$ cat config.mk
export PLATFORM = sky130hd
export DESIGN_NAME = playfair_digraph_cipher
export DESIGN_NICKNAME = d
export VERILOG_FILES = /design/src/hw/rtl/pf_pkg.sv /design/src/hw/rtl/pf_ram2r.sv /design/src/hw/rtl/pf_keyctl.sv /design/src/hw/rtl/pf_cipher.sv /design/src/hw/rtl/playfair_digraph_cipher.sv
export VERILOG_INCLUDE_DIRS = /design/src /design/src/hw/rtl
export SDC_FILE = /design/constraint.sdc
export NUM_CORES = 1
export LEC_CHECK = 0
export ABC_AREA = 1
export BUFFER_PORTS_ARGS = -buffer_cell sky130_fd_sc_hd__buf_4
export CAP_MARGIN = 0
export CORE_AREA = 2 2 215 217
export CTS_BUF_LIST = sky130_fd_sc_hd__clkbuf_8
export DETAILED_ROUTE_END_ITERATION = 8
export DIE_AREA = 0 0 217 219
export SETUP_SLACK_MARGIN = 0.15
export SLEW_MARGIN = 0
export SYNTH_ARGS = -nofsm -noshare
export SYNTH_HDL_FRONTEND = slang
export SYNTH_HIERARCHICAL = 1
export SYNTH_SLANG_ARGS = --single-unit
$ cat constraint.sdc
create_clock -name clock -period 5.6 [get_ports clock]
set_input_delay 0.56 -clock clock [delete_from_list [all_inputs] [get_ports clock]]
set_output_delay 0.56 -clock clock [all_outputs]
set_load 0.05 [all_outputs]
$ cat src/hw/rtl/assert_macros.svh
// assertion helpers shared by the rtl files
`ifndef ASSERT_MACROS_SVH
`define ASSERT_MACROS_SVH

// condition implies consequence in the same cycle
`define ASSERT_IMPLIES(label, clk, rst, pre, post, msg) \
   label: assert property (@(posedge clk) disable iff (rst) (pre) |-> (post)) \
      else $error(msg);

// condition implies consequence in the next cycle
`define ASSERT_NEXT(label, clk, rst, pre, post, msg) \
   label: assert property (@(posedge clk) disable iff (rst) (pre) |=> (post)) \
      else $error(msg);

// condition must never hold
`define ASSERT_NEVER(label, clk, rst, cond, msg) \
   label: assert property (@(posedge clk) disable iff (rst) !(cond)) \
      else $error(msg);

`endif

$ cat src/hw/rtl/pf_pkg.sv
package pf_pkg;

   localparam int LetterW = 5;
   localparam int CoordW  = 3;
   localparam int Letters = 26;
   localparam int Cells   = 25;
   localparam int Side    = 5;

   localparam logic [LetterW-1:0] LetterI    = 5'd8;
   localparam logic [LetterW-1:0] LetterJ    = 5'd9;
   localparam logic [LetterW-1:0] LetterX    = 5'd23;
   localparam logic [LetterW-1:0] LetterLast = 5'(Letters - 1);
   localparam logic [CoordW-1:0]  CoordLast  = 3'(Side - 1);

   typedef enum logic [2:0] {
      OP_CLEAR   = 3'd0,
      OP_KEY     = 3'd1,
      OP_FINISH  = 3'd2,
      OP_ENCRYPT = 3'd3,
      OP_DECRYPT = 3'd4
   } op_type;

   typedef struct packed {
      logic [CoordW-1:0] row;
      logic [CoordW-1:0] col;
   } pos_type;

   // one placement into the square and the position table
   typedef struct packed {
      logic               en;
      logic [LetterW-1:0] slot;
      logic [LetterW-1:0] letter;
      pos_type            pos;
   } place_type;

   // saturate to z and fold j onto i
   function automatic logic [LetterW-1:0] pair_letter(input logic [LetterW-1:0] v);
      logic [LetterW-1:0] c;
      c = (v > LetterLast) ? LetterLast : v;
      if (c == LetterJ) begin
         c = LetterI;
      end
      return c;
   endfunction

   // one step around a row or column, forward or back
   function automatic logic [CoordW-1:0] coord_step(input logic [CoordW-1:0] c,
                                                    input logic back);
      logic [CoordW-1:0] r;
      if (back) begin
         r = (c == '0) ? CoordLast : c - 3'd1;
      end else begin
         r = (c == CoordLast) ? '0 : c + 3'd1;
      end
      return r;
   endfunction

   // row * 5 + col
   function automatic logic [LetterW-1:0] cell_index(input pos_type p);
      return {p.row, 2'b00} + {2'b00, p.row} + {2'b00, p.col};
   endfunction

endpackage

$ cat src/hw/rtl/pf_ram2r.sv
module pf_ram2r #(
   parameter int Width = 8,
   parameter int Depth = 32
) (
   input  logic                     clock,
   input  logic                     wr_en,
   input  logic [$clog2(Depth)-1:0] wr_addr,
   input  logic [Width-1:0]         wr_data,
   input  logic                     rd_en,
   input  logic [$clog2(Depth)-1:0] rd_addr_a,
   input  logic [$clog2(Depth)-1:0] rd_addr_b,
   output logic [Width-1:0]         rd_data_a,
   output logic [Width-1:0]         rd_data_b
);

   logic [Width-1:0] mem [Depth];
   logic [Width-1:0] rd_a_ff;
   logic [Width-1:0] rd_b_ff;

   // read data holds while no read is issued
   always_ff @(posedge clock) begin
      if (wr_en) begin
         mem[wr_addr] <= wr_data;
      end
      if (rd_en) begin
         rd_a_ff <= mem[rd_addr_a];
         rd_b_ff <= mem[rd_addr_b];
      end
   end

   assign rd_data_a = rd_a_ff;
   assign rd_data_b = rd_b_ff;

endmodule

$ cat src/hw/rtl/pf_keyctl.sv
`include "assert_macros.svh"

module pf_keyctl import pf_pkg::*; (
   input  logic               clock,
   input  logic               reset,
   input  logic               clear,
   input  logic               key_en,
   input  logic [LetterW-1:0] key_letter,
   input  logic               finish_start,
   output logic               busy,
   output place_type          place,
   output logic [Letters-1:0] seen,
   output logic [LetterW-1:0] fill
);

   logic [Letters-1:0] seen_ff, seen_in;
   logic [LetterW-1:0] fill_ff, fill_in;
   pos_type            next_ff, next_in;
   logic               walking_ff, walking_in;
   logic [LetterW-1:0] walk_ff, walk_in;

   logic [LetterW-1:0] cand;
   logic               want;
   logic               fresh;

   always_comb begin
      cand  = walking_ff ? walk_ff : ((key_letter == LetterJ) ? LetterI : key_letter);
      want  = walking_ff ? (walk_ff != LetterJ) : key_en;
      fresh = (cand <= LetterLast) ? !seen_ff[cand] : 1'b0;

      place.en     = want && fresh && (fill_ff != 5'(Cells));
      place.slot   = fill_ff;
      place.letter = cand;
      place.pos    = next_ff;
   end

   always_comb begin
      seen_in    = seen_ff;
      fill_in    = fill_ff;
      next_in    = next_ff;
      walking_in = walking_ff;
      walk_in    = walk_ff;
      if (clear) begin
         seen_in    = '0;
         fill_in    = '0;
         next_in    = '0;
         walking_in = 1'b0;
         walk_in    = '0;
      end else begin
         if (place.en) begin
            seen_in[cand] = 1'b1;
            fill_in       = fill_ff + 5'd1;
            if (next_ff.col == CoordLast) begin
               next_in.col = '0;
               next_in.row = next_ff.row + 3'd1;
            end else begin
               next_in.col = next_ff.col + 3'd1;
            end
         end
         if (finish_start) begin
            walking_in = 1'b1;
            walk_in    = '0;
         end else if (walking_ff) begin
            walking_in = (walk_ff != LetterLast);
            walk_in    = walk_ff + 5'd1;
         end
      end
   end

   always_ff @(posedge clock) begin
      if (reset) begin
         seen_ff    <= '0;
         fill_ff    <= '0;
         next_ff    <= '0;
         walking_ff <= 1'b0;
         walk_ff    <= '0;
      end else begin
         seen_ff    <= seen_in;
         fill_ff    <= fill_in;
         next_ff    <= next_in;
         walking_ff <= walking_in;
         walk_ff    <= walk_in;
      end
   end

   assign busy = walking_ff;
   assign seen = seen_ff;
   assign fill = fill_ff;

   `ASSERT_IMPLIES(a_seen_matches_fill, clock, reset, 1'b1, $countones(seen_ff) == fill_ff, "seen count and fill count disagree")
   `ASSERT_NEVER(a_fill_limit, clock, reset, fill_ff > 5'(Cells), "fill count beyond square size")
   `ASSERT_NEXT(a_walk_ends, clock, reset, walking_ff && (walk_ff == LetterLast), !walking_ff, "finish walk did not end after the last letter")

endmodule

$ cat src/hw/rtl/pf_cipher.sv
module pf_cipher import pf_pkg::*; (
   input  logic               clock,
   input  logic               start,
   input  logic               decrypt,
   input  logic [LetterW-1:0] first_letter,
   input  logic [LetterW-1:0] second_letter,
   input  logic               second_present,
   input  logic [Letters-1:0] seen,
   input  logic [LetterW-1:0] fill,
   output logic [LetterW-1:0] pos_addr_a,
   output logic [LetterW-1:0] pos_addr_b,
   input  pos_type            pos_a,
   input  pos_type            pos_b,
   input  logic               advance,
   output logic [LetterW-1:0] cell_addr_a,
   output logic [LetterW-1:0] cell_addr_b,
   input  logic [LetterW-1:0] sq_a,
   input  logic [LetterW-1:0] sq_b,
   output logic [LetterW-1:0] res_first,
   output logic [LetterW-1:0] res_second
);

   logic               seen_a_ff, seen_a_in;
   logic               seen_b_ff, seen_b_in;
   logic               back_ff, back_in;
   logic               ok_a_ff, ok_a_in;
   logic               ok_b_ff, ok_b_in;

   logic [LetterW-1:0] a, b;
   pos_type            pa, pb, qa, qb;

   // letter normalization and position lookup addresses
   always_comb begin
      a = pair_letter(first_letter);
      b = second_present ? pair_letter(second_letter) : LetterX;
      if (!decrypt && (a == b)) begin
         b = LetterX;
      end
      pos_addr_a = a;
      pos_addr_b = b;
      seen_a_in  = start ? seen[a] : seen_a_ff;
      seen_b_in  = start ? seen[b] : seen_b_ff;
      back_in    = start ? decrypt : back_ff;
   end

   // playfair rules on the looked-up positions
   always_comb begin
      pa = seen_a_ff ? pos_a : '0;
      pb = seen_b_ff ? pos_b : '0;
      if (pa.row == pb.row) begin
         qa = '{row: pa.row, col: coord_step(pa.col, back_ff)};
         qb = '{row: pb.row, col: coord_step(pb.col, back_ff)};
      end else if (pa.col == pb.col) begin
         qa = '{row: coord_step(pa.row, back_ff), col: pa.col};
         qb = '{row: coord_step(pb.row, back_ff), col: pb.col};
      end else begin
         qa = '{row: pa.row, col: pb.col};
         qb = '{row: pb.row, col: pa.col};
      end
      cell_addr_a = cell_index(qa);
      cell_addr_b = cell_index(qb);
      ok_a_in     = advance ? (cell_addr_a < fill) : ok_a_ff;
      ok_b_in     = advance ? (cell_addr_b < fill) : ok_b_ff;
   end

   always_ff @(posedge clock) begin
      seen_a_ff <= seen_a_in;
      seen_b_ff <= seen_b_in;
      back_ff   <= back_in;
      ok_a_ff   <= ok_a_in;
      ok_b_ff   <= ok_b_in;
   end

   // cells not yet filled read as letter a
   assign res_first  = ok_a_ff ? sq_a : '0;
   assign res_second = ok_b_ff ? sq_b : '0;

endmodule

$ cat src/hw/rtl/playfair_digraph_cipher.sv
// playfair cipher over a 5x5 key square, i and j sharing one cell. a clear word
// empties the square, key letter words place new letters row by row, and a finish
// word fills the remaining cells alphabetically; encrypt and decrypt words then
// turn one letter pair into one result word. an encrypt or decrypt pair goes
// through two chained registered memory reads, the letter position table and
// then the key square, and then into the result register. a finish word walks
// each letter of the alphabet through the placement logic. the result
// register lets the next word in while a result still waits downstream; a new
// pair only stalls at its last step if the previous result has not been taken.
// after reset the block is ready at once: the tables need no clearing pass, since
// seen flags and the fill count mask entries that were never written.

`include "assert_macros.svh"

module playfair_digraph_cipher import pf_pkg::*; (
   input  logic               clock,
   input  logic               reset,
   input  logic               req_valid,
   output logic               req_stall,
   input  logic [2:0]         req_operation,
   input  logic [LetterW-1:0] req_first_letter,
   input  logic [LetterW-1:0] req_second_letter,
   input  logic               req_second_present,
   output logic               rsp_valid,
   input  logic               rsp_stall,
   output logic [LetterW-1:0] rsp_out_first,
   output logic [LetterW-1:0] rsp_out_second
);

   typedef enum logic [1:0] {
      ST_IDLE,
      ST_POS,
      ST_CELL
   } state_type;

   state_type          state_ff, state_in;
   logic               rsp_valid_ff, rsp_valid_in;
   logic [LetterW-1:0] rsp_first_ff, rsp_first_in;
   logic [LetterW-1:0] rsp_second_ff, rsp_second_in;

   logic               accept;
   logic               is_cipher;
   logic               pos_re;
   logic               sq_re;
   logic               load;

   logic               key_busy;
   place_type          place;
   logic [Letters-1:0] seen;
   logic [LetterW-1:0] fill;

   logic [LetterW-1:0] pos_addr_a, pos_addr_b;
   pos_type            pos_a, pos_b;
   logic [LetterW-1:0] cell_addr_a, cell_addr_b;
   logic [LetterW-1:0] sq_a, sq_b;
   logic [LetterW-1:0] res_first, res_second;

   // input side only opens in idle and outside the finish walk
   assign req_stall = (state_ff != ST_IDLE) || key_busy;
   assign accept    = req_valid && !req_stall;
   assign is_cipher = (req_operation == OP_ENCRYPT) || (req_operation == OP_DECRYPT);

   // reads never meet a placement: placements happen only on idle accepts
   // of key words or during the walk, both of which keep the pair path quiet
   assign pos_re = accept && is_cipher;
   assign sq_re  = (state_ff == ST_POS);
   assign load   = (state_ff == ST_CELL) && (!rsp_valid_ff || !rsp_stall);

   pf_keyctl u_keyctl (
      .clock        (clock),
      .reset        (reset),
      .clear        (accept && (req_operation == OP_CLEAR)),
      .key_en       (accept && (req_operation == OP_KEY)),
      .key_letter   (req_first_letter),
      .finish_start (accept && (req_operation == OP_FINISH)),
      .busy         (key_busy),
      .place        (place),
      .seen         (seen),
      .fill         (fill)
   );

   // letter -> {row, col}
   pf_ram2r #(
      .Width ($bits(pos_type)),
      .Depth (Letters)
   ) u_pos_ram (
      .clock     (clock),
      .wr_en     (place.en),
      .wr_addr   (place.letter),
      .wr_data   (place.pos),
      .rd_en     (pos_re),
      .rd_addr_a (pos_addr_a),
      .rd_addr_b (pos_addr_b),
      .rd_data_a (pos_a),
      .rd_data_b (pos_b)
   );

   // cell -> letter, row major
   pf_ram2r #(
      .Width (LetterW),
      .Depth (Cells)
   ) u_square_ram (
      .clock     (clock),
      .wr_en     (place.en),
      .wr_addr   (place.slot),
      .wr_data   (place.letter),
      .rd_en     (sq_re),
      .rd_addr_a (cell_addr_a),
      .rd_addr_b (cell_addr_b),
      .rd_data_a (sq_a),
      .rd_data_b (sq_b)
   );

   pf_cipher u_cipher (
      .clock          (clock),
      .start          (pos_re),
      .decrypt        (req_operation == OP_DECRYPT),
      .first_letter   (req_first_letter),
      .second_letter  (req_second_letter),
      .second_present (req_second_present),
      .seen           (seen),
      .fill           (fill),
      .pos_addr_a     (pos_addr_a),
      .pos_addr_b     (pos_addr_b),
      .pos_a          (pos_a),
      .pos_b          (pos_b),
      .advance        (sq_re),
      .cell_addr_a    (cell_addr_a),
      .cell_addr_b    (cell_addr_b),
      .sq_a           (sq_a),
      .sq_b           (sq_b),
      .res_first      (res_first),
      .res_second     (res_second)
   );

   always_comb begin
      state_in      = state_ff;
      rsp_valid_in  = rsp_valid_ff && rsp_stall;
      rsp_first_in  = rsp_first_ff;
      rsp_second_in = rsp_second_ff;
      unique case (state_ff)
         ST_IDLE: begin
            if (pos_re) begin
               state_in = ST_POS;
            end
         end
         ST_POS: begin
            state_in = ST_CELL;
         end
         ST_CELL: begin
            // hold the square data until the result register frees up
            if (load) begin
               state_in      = ST_IDLE;
               rsp_valid_in  = 1'b1;
               rsp_first_in  = res_first;
               rsp_second_in = res_second;
            end
         end
         default: begin
            state_in = ST_IDLE;
         end
      endcase
   end

   always_ff @(posedge clock) begin
      if (reset) begin
         state_ff     <= ST_IDLE;
         rsp_valid_ff <= 1'b0;
      end else begin
         state_ff     <= state_in;
         rsp_valid_ff <= rsp_valid_in;
      end
      rsp_first_ff  <= rsp_first_in;
      rsp_second_ff <= rsp_second_in;
   end

   assign rsp_valid      = rsp_valid_ff;
   assign rsp_out_first  = rsp_first_ff;
   assign rsp_out_second = rsp_second_ff;

   `ASSERT_NEVER(a_no_read_during_place, clock, reset, (pos_re || sq_re) && place.en, "table read overlaps a placement")
   `ASSERT_IMPLIES(a_result_from_cell, clock, reset, $rose(rsp_valid_ff), $past(state_ff) == ST_CELL, "result word raised outside the square read step")
   `ASSERT_IMPLIES(a_walk_blocks_pairs, clock, reset, key_busy, state_ff == ST_IDLE, "pair in flight during the finish walk")

endmodule
# Word-level counts from Yosys, hierarchy flattened
# Memory sizes are Yosys's and may differ from the RTL's. A register that Yosys moved wholly into a read port is not among the register bits.
# Index checks and enable logic that the tools add are counted.
# classes
add_sub_neg,16
n_lt_le_gt_ge,9
eq_ne,22
mux,46
bitwise,1
n_reduce_logical,31
# op_table
op,n
$mux 5,8
$mux 3,13
$mux 6,6
$or 26x26->26,1
$add 5x3->5,4
$add 3x1->3 const B,6
$eq 3x3->1 const B,6
$lt 5x6->1 const B,3
$bmux 1 s5,3
$eq 5x4->1 const B,3
$logic_not 3->1,5
$mux 1,12
$sub 3x1->3 const B,4
$logic_and 1x1->1,11
$add 5x1->5 const B,2
$gt 5x5->1 const B,2
$lt 5x5->1,2
$ne 5x5->1 const B,2
$eq 3x2->1 const B,2
$eq 3x3->1,2
$pmux 2 s3,1
$reduce_and 2->1,3
$demux 1 s5,1
$eq 5x5->1,1
15 further kinds,22
# word_totals
ff_bits,61
mem_bits_rw,281
input_bits,18
output_inout_bits,12
elab_cells,142
n_memories,2
# memory_table
memory,depth,width,rd,rd_ports_with_merged_regs,write_ports,line,source
u_pos_ram.mem,26,6,2,2,1,pf_ram2r.sv:16,logic [Width-1:0] mem [Depth];
u_square_ram.mem,25,5,2,2,1,pf_ram2r.sv:16,

# Depth between registers and ports, before layout
# logic_depth
ltp_word,11
mapped_depth,24
mapped_depth_nobuf,21

# Hierarchy
# Netlist, hierarchy kept.
# modules_own_cells
module,n_inst,cells_each,area_each_um2,seq_area_each_um2
pf_ram2r at u_pos_ram,1,976,8511.9,5044.8
pf_ram2r at u_square_ram,1,834,7066.8,4053.9
pf_keyctl,1,394,2580.0,860.8
pf_cipher,1,393,2337.2,150.1
playfair_digraph_cipher,1,48,510.5,360.3

# Worst setup path after synthesis
# No wires, ideal clock.
# synth_path
kind,input to register
from,input req_first_letter[3]
to,memory u_square_ram/mem[24][0] in the netlist's numbering (enable)
setup_time_ns,0.381
arrival_ns,3.963
t_required_ns,5.219
path_slack_ns,1.256
cell_stages,13
path_buffers,1
path_cell_list,inv_1 -> o21ai_0 -> inv_1 -> nand2_1 -> nor2_1 -> nand2_1 -> nand3_1 -> nor2_8 -> nand2_4 -> buf_6 -> inv_1 -> nand2_1 -> nor4_1
# synth_rtl
element,line,source
"start, declared",playfair_digraph_cipher.sv:21,"input logic [LetterW-1:0] req_first_letter,"
"end, declared",pf_ram2r.sv:16,

==> metrics.cfg <==
[run_status]
status = completed

[synthesis]
synth_cell_types = 49
yosysTopAreaCellShare = 0.455
netlist_area_um2 = 21000
synth.area.top_cells = edfxtp_1 45%, nand2_1 16%, nand3_1 12%
synth-edff-count = 318
synth_top_cell_by_area = edfxtp_1
syn_avg_cell_area_um2 = 7.94
ys.flop_type = edfxtp_1
async_flop_share = 0
ys_warn_count = 6
synthCells = 2645
ys_seq_area_frac = 0.498
synth_nets = 2705
synth_seq_cells = 364

[cells_and_area]
seq_area_um2 = 10500
multi_input_area_um2 = 8480
finish.utilization = 0.504
n_antenna_cell = 0
area_delta_synth_final_pct = 8.28
drive_gt1_frac = 0.0760
nets = 2707
fillers = 4450

[pwr]
intPower_mw = 4.88
ir_worst_vdd_mv = 0.270
power_mw = 7.28
switching_share = 0.330
sequentialPowerShare = 0.419
p_switching_mw = 2.40
pwr-share-comb = 0.233
p_leak_nw = 9.89
clockPowerShare = 0.349
powerDensity_nw_per_um2 = 320

[grt]
grt_pass1_wl_um = 97800
antenna_found_initial = 1
grt_overflow_total = 0
grt_usage = 0.267
grt_max_degree = 70
grt_pass1_vias = 17500

[drt]
wl_um = 63000
vias = 18200
avgRoutedWirePerCell_um = 19.1
drc = 0
drtAntennaViolNets = 0
post_drt_via_cell_ratio = 5.52
dr.pass1.iters = 6
drt-initial-drc-count = 1936

[worst_setup_path]
worstSetupPathType = flop to flop
setup.worst_path.start_class = flop
worst_ep_required_time_ns = 5.85
cp.arrival_ns = 4.80
crit_fanout = 45
end_kind = flop

[job]
max_cap_violations = 0

[sta]
finalClockSkew_ns = 0.0462
fin_crit_ns = 4.55
slew_headroom = 0.250
worst_slew_pin_slew_ns = 1.12
period_share = 0.813
rsz0062_at_grt = no
worst_slack_ns = 1.05
final_hold_viol_count = 0
setup_tns_ns = 0
setup_viol = 0
timing.hold.ws_ns = 0.0935
max_clock_freq_mhz = 220
timing.final.max_slew_violations = 0

[cts]
clk_latency_ns = 0.65
cts_root_buf = clkbuf_8
cts_tree = yes
numClockSinks = 364
cts_setup_buffers = 0
cts_resized = 0
clockBufferDepth = 3
cts_inserted_buffers = 67
hold_buffers = 0
clk_pin_slew_ns = 0.06
htreeDepth = 3

[floorplan]
dieArea_um2 = 47500
placementRows = 78
io-pin-count = 30
coreArea_um2 = 45100
fp.dieW_um = 217
die_height_um = 219
start_util = 0.466

[worst_hold_path]
holdCritPathClass = primary input to flop

[placed_design]
gp_congestion = 0.901
place.port_buffers = 29
hpwlAfterDp_um = 41300
dp_slack_ns = 0.964

-- critical path, stage by stage, from the launching register on --
cell	delay [ns]
dfxtp_1	0.69
inv_2	0.13
nand3_2	0.29
nand2_4	0.36
nand2_1	0.16
nand2_1	0.06
nand2_1	0.05
nand2_1	0.06
nand2_1	0.07
nand3_1	0.17
nor2_8	0.42
nand2_4	0.24
inv_1	0.28
nand3b_1	0.53
nor2_1	0.59
-- flip-flops by register name, indices dropped and copies added (netlist names), 2 cells and up --
| name | cells |
|---|---|
| u_keyctl/seen | 26 |
| u_pos_ram/mem | 156 |
| rsp_out_first | 5 |
| u_square_ram/mem | 125 |
| state_ff | 2 |
| u_keyctl/fill | 5 |
| u_pos_ram/rd_data_b | 6 |
| rsp_out_second | 5 |
| u_keyctl/place | 6 |
| u_keyctl/walk_ff | 5 |
| u_square_ram/rd_data_b | 5 |
| u_square_ram/rd_data_a | 5 |
| u_pos_ram/rd_data_a | 6 |
-- cell type report --
| cell class | count | share of cell area |
|---|---|---|
| clock inverter | 46 | 0.0136 |
| tap | 600 | 0.0330 |
| multi-input combinational | 1820 | 0.373 |
| timing repair buffer | 63 | 0.0208 |
| inverter | 331 | 0.0547 |
| sequential | 364 | 0.460 |
| clock buffer | 74 | 0.0448 |
-- logic make-up (layout without fill, tap and decap cells) --
family                     count (synthesis)  count (layout)  synth area share
and+or+nand+nor                         1586            1586             0.324
buffers and inverters                    461             514            0.0984
DFF                                      364             364             0.498
AOI/OAI and AO/OA                        176             176            0.0454
adders and majority gates                 42              42            0.0264
xor gates and xnor gates                  16              16           0.00703
-- layout by cell type (no fill, tap or decap), types with 5 or more instances in the layout --
cell / instances
clkbuf_8: 74
dfxtp_1: 46
nand3b_1: 6
nand4_1: 7
nand3_1: 509
ha_1: 36
clkinv_2: 6
nor2_2: 6
o21bai_1: 5
xnor2_1: 6
xor2_1: 9
inv_1: 326
o21ai_0: 57
buf_4: 63
inv_2: 14
nor2_1: 136
nor3_1: 5
o22ai_1: 5
nand2_2: 11
o211ai_1: 7
nand2_1: 888
clkinv_1: 21
a21oi_1: 84
nand2_4: 6
edfxtp_1: 318
-- routing by layer --
| metal | wire, µm | track usage | part of all wire |
|---|---|---|---|
| met1 | 26600 | 0.355 | 0.42 |
| met2 | 28800 | 0.431 | 0.46 |
| met3 | 5410 | 0.0459 | 0.086 |
| met4 | 2260 | 0.114 | 0.036 |
| met5 | 0 | 0 | 0 |
-- cells in the mapped netlist, types with 2 or more instances --
cell type    n
nor2_4       2
clkbuf_1    16
a21oi_1     84
buf_6       12
nand3b_1     6
nor2_2       6
nand3_2      2
dfxtp_1     46
nand3_1    509
o21bai_1     5
fa_1         4
inv_1      310
ha_1        38
edfxtp_1   318
xor2_1       9
o21ai_1      4
nand2_4      6
clkinv_1     6
nand4_1      7
o22ai_1      5
nand2_2     11
o21ai_0     58
o2111ai_1    4
nand2_1    888
xnor2_1      6
buf_1        2
or2_2        3
nor2_1     136
o211ai_1     7
buf_2       58
nor3_1       5
inv_2       14
a31oi_1      3
buf_4       40
-- path summary, 6_finish.rpt --
path | start | endpoint | slack, ns | cells after the start
setup reg to reg | u_keyctl/busy | u_pos_ram/mem[16][0] | 1.05 | 14
hold / removal | reset | rsp_valid | 0.09 | 2
setup / recovery | u_keyctl/busy | u_pos_ram/mem[16][0] | 1.05 | 14
hold reg to reg | u_keyctl/walk_ff[4] | u_keyctl/walk_ff[4] | 0.47 | 1
-- per-stage QoR --
stage | instance area, µm² | instances
4_1_cts | 22700 | 3298
2_1_floorplan | 21000 | 2645
5_1_grt | 22700 | 3298
3_5_place_dp | 21400 | 3178
3_3_place_gp | 21400 | 3178
6_report | 22700 | 3298
-- power groups by stage --
| stage | logic (mW) | clock network [mW] | registers [mW] |
|---|---|---|---|
| final | 1.69 | 2.54 | 3.05 |
| after global routing | 1.85 | 2.73 | 3.05 |
| after CTS | 1.66 | 2.60 | 3.05 |
| after detailed placement | 1.65 | 0 | 3.10 |
| after global placement | 1.65 | 0 | 3.10 |
| after floorplan | 1.16 | 0 | 3.10 |
(Power assumes the default switching activity.)
